==> src/rtl/crd_pkg.sv <==
// ----------------------------------------------------------------------------
// crd_pkg: shared types and constants of the cubic resampler
// Holds action codes, register indexes, widths and the controller command
// struct used between the controller and the datapath.
// ----------------------------------------------------------------------------
package crd_pkg;

  localparam int TrackFramesDefault  = 65536;
  localparam int FractionBitsDefault = 16;

  localparam int PosW   = 33;
  localparam int PitchW = 21;
  localparam int LenW   = 17;
  localparam int SampW  = 16;
  localparam int AddrInW = 16;
  localparam int CfgW   = 21;
  localparam int CfgIdxW = 1;

  localparam logic [15:0] LfsrReset  = 16'hbabe;
  localparam logic [20:0] PitchReset = 21'd65536;

  // Input action codes.
  localparam logic [1:0] ActWrite  = 2'd0;
  localparam logic [1:0] ActSetPos = 2'd1;
  localparam logic [1:0] ActTick   = 2'd2;

  // Configuration register indexes.
  localparam logic [CfgIdxW-1:0] RegPitch  = 1'd0;
  localparam logic [CfgIdxW-1:0] RegLength = 1'd1;

  // Commands from the controller to the datapath.
  typedef struct packed {
    logic       write_frame;  // store the input frame
    logic       set_pos;      // load the play position
    logic       start_tick;   // latch the window base and fraction
    logic       read_en;      // issue a frame read for window tap read_tap
    logic [1:0] read_tap;
    logic       cap_en;       // capture the read data of tap cap_tap
    logic [1:0] cap_tap;
    logic       coef;         // form the cubic coefficients
    logic [1:0] horner;       // Horner step 1..3 (0 means none)
    logic       finish;       // dither, saturate and advance the position
  } crd_cmd_t;

endpackage

==> src/rtl/crd_ctrl.sv <==
// ----------------------------------------------------------------------------
// crd_ctrl: sequencer of the cubic resampler
// Accepts input beats, steps the datapath through the four frame reads, the
// coefficient step and three Horner steps, and holds the output beat.
// ----------------------------------------------------------------------------
module crd_ctrl (
  input  logic              clk,
  input  logic              rst,
  input  logic              in_valid,
  input  logic [1:0]        action,
  output logic              in_stall,
  output logic              out_valid,
  input  logic              out_stall,
  output crd_pkg::crd_cmd_t cmd
);

  typedef enum logic [3:0] {
    S_IDLE, S_R0, S_R1, S_R2, S_R3, S_CAP, S_COEF, S_H1, S_H2, S_H3, S_FIN
  } state_t;

  state_t state;
  logic   accept;
  logic   out_free;

  // An item is taken whenever the sequencer is idle; a waiting result only
  // holds back the final step of the next tick.
  assign in_stall = (state != S_IDLE);
  assign accept   = in_valid && !in_stall;
  assign out_free = !out_valid || !out_stall;

  // Commands decoded from the state.
  always_comb begin
    cmd = '0;
    cmd.write_frame = accept && (action == crd_pkg::ActWrite);
    cmd.set_pos     = accept && (action == crd_pkg::ActSetPos);
    cmd.start_tick  = accept && (action == crd_pkg::ActTick);
    case (state)
      S_R0: begin
        cmd.read_en = 1'b1; cmd.read_tap = 2'd0;
      end
      S_R1: begin
        cmd.read_en = 1'b1; cmd.read_tap = 2'd1;
        cmd.cap_en = 1'b1; cmd.cap_tap = 2'd0;
      end
      S_R2: begin
        cmd.read_en = 1'b1; cmd.read_tap = 2'd2;
        cmd.cap_en = 1'b1; cmd.cap_tap = 2'd1;
      end
      S_R3: begin
        cmd.read_en = 1'b1; cmd.read_tap = 2'd3;
        cmd.cap_en = 1'b1; cmd.cap_tap = 2'd2;
      end
      S_CAP: begin
        cmd.cap_en = 1'b1; cmd.cap_tap = 2'd3;
      end
      S_COEF: cmd.coef = 1'b1;
      S_H1:   cmd.horner = 2'd1;
      S_H2:   cmd.horner = 2'd2;
      S_H3:   cmd.horner = 2'd3;
      S_FIN:  cmd.finish = out_free;
      default: ;
    endcase
  end

  // State register and the output valid flag.
  always_ff @(posedge clk) begin
    if (rst) begin
      state     <= S_IDLE;
      out_valid <= 1'b0;
    end else begin
      if (out_valid && !out_stall) begin
        out_valid <= 1'b0;
      end
      case (state)
        S_IDLE: if (accept && action == crd_pkg::ActTick) state <= S_R0;
        S_R0:   state <= S_R1;
        S_R1:   state <= S_R2;
        S_R2:   state <= S_R3;
        S_R3:   state <= S_CAP;
        S_CAP:  state <= S_COEF;
        S_COEF: state <= S_H1;
        S_H1:   state <= S_H2;
        S_H2:   state <= S_H3;
        S_H3:   state <= S_FIN;
        S_FIN: begin
          if (out_free) begin
            state     <= S_IDLE;
            out_valid <= 1'b1;
          end
        end
        default: state <= S_IDLE;
      endcase
    end
  end

endmodule

==> config.mk <==
export PLATFORM = sky130hd
export DESIGN_NAME = crd_ctrl
export DESIGN_NICKNAME = d
export VERILOG_FILES = /design/src/rtl/crd_pkg.sv /design/src/rtl/crd_ctrl.sv
export SDC_FILE = /design/constraint.sdc
export NUM_CORES = 1
export LEC_CHECK = 0
export ABC_AREA = 1
export BUFFER_PORTS_ARGS = -buffer_cell sky130_fd_sc_hd__buf_2
export CAP_MARGIN = 20
export CORE_MARGIN = 4
export CORE_UTILIZATION = 30
export CTS_CLUSTER_DIAMETER = 60
export CTS_CLUSTER_SIZE = 30
export DETAILED_ROUTE_END_ITERATION = 10
export GPL_ROUTABILITY_DRIVEN = 0
export PLACE_DENSITY = 0.68
export SYNTH_ARGS = -nofsm -noshare
export SYNTH_HDL_FRONTEND = slang
export SYNTH_SLANG_ARGS = --single-unit
==> constraint.sdc <==
create_clock -name clk -period 1.1 [get_ports clk]
set_clock_uncertainty 0.05 [all_clocks]
set_input_delay 0 -clock clk [delete_from_list [all_inputs] [get_ports clk]]
set_output_delay 0 -clock clk [all_outputs]
set_load 0.02 [all_outputs]
After elaboration in Yosys (flattened, before gate mapping)
Cells that the tools add are included.

cells by class
  eq/ne operators = 14
  mux-type cells = 11
  reductions and logical operators = 13

operators by type and width
  operator              number
  $pmux W4 S11          1
  $pmux W3 S4           2
  $eq A4 B3 Y1 const B  4
  $eq A4 B4 Y1 const B  3
  $eq A4 B2 Y1 const B  2
  $mux W4               2
  $pmux W2 S3           1
  $logic_and A1 B1 Y1   5
  $mux W1               5
  $eq A4 B1 Y1 const B  1
  $logic_not A4 Y1      1
  $ne A2 B2 Y1 const B  2
  $reduce_bool A4 Y1    1
  $logic_not A1 Y1      3
  $eq A2 B1 Y1 const B  1
  $eq A2 B2 Y1 const B  1
  $logic_not A2 Y1      1
  $reduce_and A2 Y1     1
  $logic_or A1 B1 Y1    1

word-level totals
  register bits = 5
  output and inout bits = 15

Longest topological paths before layout
  depth in word-level cells = 6
  mapped depth = 6
  mapped depth without buffers = 6

Worst setup path after synthesis
OpenSTA, ideal clock, no wires.

  path type = register -> output
  start = reg state[3]
  end = out cmd[4] (netlist name)
  arrival = 1,129 ps
  data required time = 1,050 ps
  setup slack = -79 ps
  cell stages (with the launch flop) = 6
  path buffers = 0
  cell sequence = dfxtp_1 -> inv_2 -> nand2_2 -> nor2_1 -> inv_1 -> o21ai_2

RTL lines
  item                    RTL line        RTL
  from (decl)             crd_ctrl.sv:21  state_t state;
  from (signal assigned)  crd_ctrl.sv:68  state <= S_IDLE;
  from (signal assigned)  crd_ctrl.sv:75  S_IDLE: if (accept && action == crd_pkg::ActTick) state <= S_R0;
  from (signal assigned)  crd_ctrl.sv:76  S_R0: state <= S_R1;
  to (decl)               crd_ctrl.sv:14  output crd_pkg::crd_cmd_t cmd

==> results.cfg <==
[run_status]
outcome = complete, but fails checks
failed_checks = setup timing

[timing]
transition_time_of_the_tightest_slew_check_pin_ps = 151
hold_violation_count_in_the_final_report = 0
min_period_over_period_pct = 116
maxSlewHeadroom_pct = 89.9
setup_viol = 13
unrepaired_setup_endpoints_after_global_routing = true
maxSlewViolCount = 0
fin_crit_ps = 1280
final.setup.worst_slack_ps = -180
max_clock_freq_mhz = 781

[pwr]
static-leakage-power_uw = 0.000408
power_density_mw_per_mm2 = 1210
maximum_vdd_ir_drop_mv = 0.668

[yosys]
synth-edff-count = 0
distinct_cell_type_count_after_synthesis = 16
seq_area_frac_synth_pct = 25.6
largest_family_of_logic_cells_by_synthesized_area = simple AND/OR/NAND/NOR gates
yosys_reg_bits = 5
yosys_most_used_dff = sky130_fd_sc_hd__dfxtp_1
post_synth_fa_ha_maj_area_fraction_pct = 0
synth.mux.area_fraction_pct = 0
post_synth.cell_area_avg_sq_um = 6.42
synthesis.nets = 67
synthXorXnorAreaFrac_pct = 0
compound_gate_fraction_of_synth_area_pct = 14.4
synth_area_sq_um = 392
yosys_warnings = 0
ys_async_sr_fraction_pct = 0
syn-instance-count = 61
synthSimpleGateAreaFrac_pct = 45.7

[finish]
layout_commonest_cell = sky130_fd_sc_hd__buf_4
multi_input_area_sq_um = 314
stdcell_count = 110
area_growth_pct = 108
number_of_inserted_diodes = 0
stdcell_area_sq_um = 815
fillers = 83
drive_gt1_share_pct = 75.0
most-common-layout-cells = sky130_fd_sc_hd__buf_4 (13), sky130_fd_sc_hd__buf_6 (8), sky130_fd_sc_hd__nand2_4 (7), sky130_fd_sc_hd__buf_2 (7), sky130_fd_sc_hd__nand2_1 (6)
final_net_count = 103
ff_latch_area_sq_um = 113
final_core_util_pct = 69.6

[place]
numPlacedInstances = 96
hpwlAfterDp_um = 807
place.port_buffers = 20
setup_slack_placement_ps = 18.2
place_area_sq_um = 522

[die]
ioPinCount = 21
die_x_extent_um = 44.1
chipHeight_um = 44.1
floorplan.rows = 12
fp.coreArea_sq_mm = 0.00117
fp.dieArea_sq_mm = 0.00195
initial_core_util_pct = 33.4

[routing]
route.detailed.drc = 0
vias_per_cell = 4.63
firstDrtPassIters = 4
route.detailed.wl_per_inst_um = 12.0
detail-route-antenna-nets = 0
num_vias = 509
totalWireLength_um = 1320
detailedRoute.firstIterationViolations = 9

[clock_network]
cts_tree = yes
clk_root_buffer_cell = sky130_fd_sc_hd__clkbuf_4
numCtsBuffers = 3
clkTransAtPathRegs_ps = 40
clock_insertion_delay_worst_skew_ps = 230
htree_levels = 1
cts_sinks = 5
cts_max_path_buffers = 2

[global_route]
maximum_number_of_pins_on_one_net_before_global_route_repair = 6
grt_use_total_pct = 12.4
vias_in_the_first_global_route = 472
global_route.overflow_total = 0
grt_antenna_before_repair = 0
grt_pass1_wl_um = 1910

[setup_path]
critPathKind = reg2out
critical_path.startpoint_type = flop
critical_path_arrival_ps = 1230
cp_data_required_time_ps = 1050
critPathCaptureType = output pin
worstPathMaxFanout = 3

[min_path]
hold_path.class = in2reg

[run]
max_cap_viol_count = 0
-- power breakdown --
group	leakage [uW]	internal (uW)	total, uW	switching (uW)
Clock	0.0000150	137	204	67.5
Combinational	0.000350	262	564	302
Sequential	0.0000433	198	219	21.3
-- stage by stage --
step / power, uW / setup TNS [ps] / hold WS [ps]
floorplan: 462 / 0 / 0.986
global placement: 551 / 0 / 179
detailed placement: 555 / 0 / 189
CTS: 807 / -1050 / 85.9
global route: 1060 / -2340 / 104
finish: 987 / -1460 / 95.0
-- worst max-delay path: stages (launching register included) --
cell	delay, ps
sky130_fd_sc_hd__dfxtp_4	350
sky130_fd_sc_hd__inv_4	70
sky130_fd_sc_hd__nand2_4	70
sky130_fd_sc_hd__nor2_4	120
sky130_fd_sc_hd__nand2_2	80
sky130_fd_sc_hd__nor3_2	130
sky130_fd_sc_hd__buf_4	170
-- metal layers --
| metal | wire length (um) | global-route usage [%] | vias to the layer above |
|---|---|---|---|
| met2 | 811 | 23.3 | 15 |
| met4 | 0 | 3.61 | 0 |
| met5 | 0 | 0 | - |
| li1 | - | - | 257 |
| met1 | 451 | 14.7 | 237 |
| met3 | 55 | 1.22 | 0 |
-- final timing paths --
kind	startpoint	end	slack, ps	cells after the start
max	state[2]$_SDFFE_PP0P_	cmd[11]	-180	6
min	in_valid	state[0]$_SDFFE_PP0P_	90	5
max reg2reg	state[2]$_SDFFE_PP0P_	state[0]$_SDFFE_PP0P_	-20	8
min reg2reg	out_valid$_SDFF_PP0_	out_valid$_SDFF_PP0_	430	2
-- area by class of cell --
type | instances | share of cell area (%)
flip-flops and latches | 5 | 13.8
inverters | 15 | 9.98
well taps | 14 | 2.15
clock buffers | 4 | 3.23
repair buffers | 31 | 32.3
multi-input cells | 41 | 38.6
-- kinds of logic (layout without fill, tap and decap cells) --
kind of cell	count (synthesis)	after routing
simple gates	32	32
buf+inv	15	50
compound gates	9	9
flops	5	5
-- state kept, by name, summed over array words and instances, names as in the netlist --
signal	cells
state	4
out_valid	1
-- cells in the mapped netlist, types with 2 or more instances --
master	number	area [sq um]
sky130_fd_sc_hd__inv_1	10	37.5
sky130_fd_sc_hd__o21ai_2	2	17.5
sky130_fd_sc_hd__nor2_1	6	22.5
sky130_fd_sc_hd__nand3_1	3	15.0
sky130_fd_sc_hd__inv_2	4	15.0
sky130_fd_sc_hd__a21oi_1	5	25.0
sky130_fd_sc_hd__nand2_1	10	37.5
sky130_fd_sc_hd__nor3_2	2	20.0
sky130_fd_sc_hd__nand2_2	7	43.8
sky130_fd_sc_hd__dfxtp_1	5	100
sky130_fd_sc_hd__nor2_4	2	22.5
-- timing repair --
| item | in CTS | in global routing |
|---|---|---|
| setup buffers | 2 | 6 |
| resized for setup | 12 | 49 |
| pin swaps | 1 | 3 |
| hold buffers | 2 | 0 |
| cloned | 0 | 0 |
| hold endpoints to repair | 5 | 0 |
| setup endpoints to repair | 13 | 14 |
Note: power is estimated with default switching activity, not from simulation.
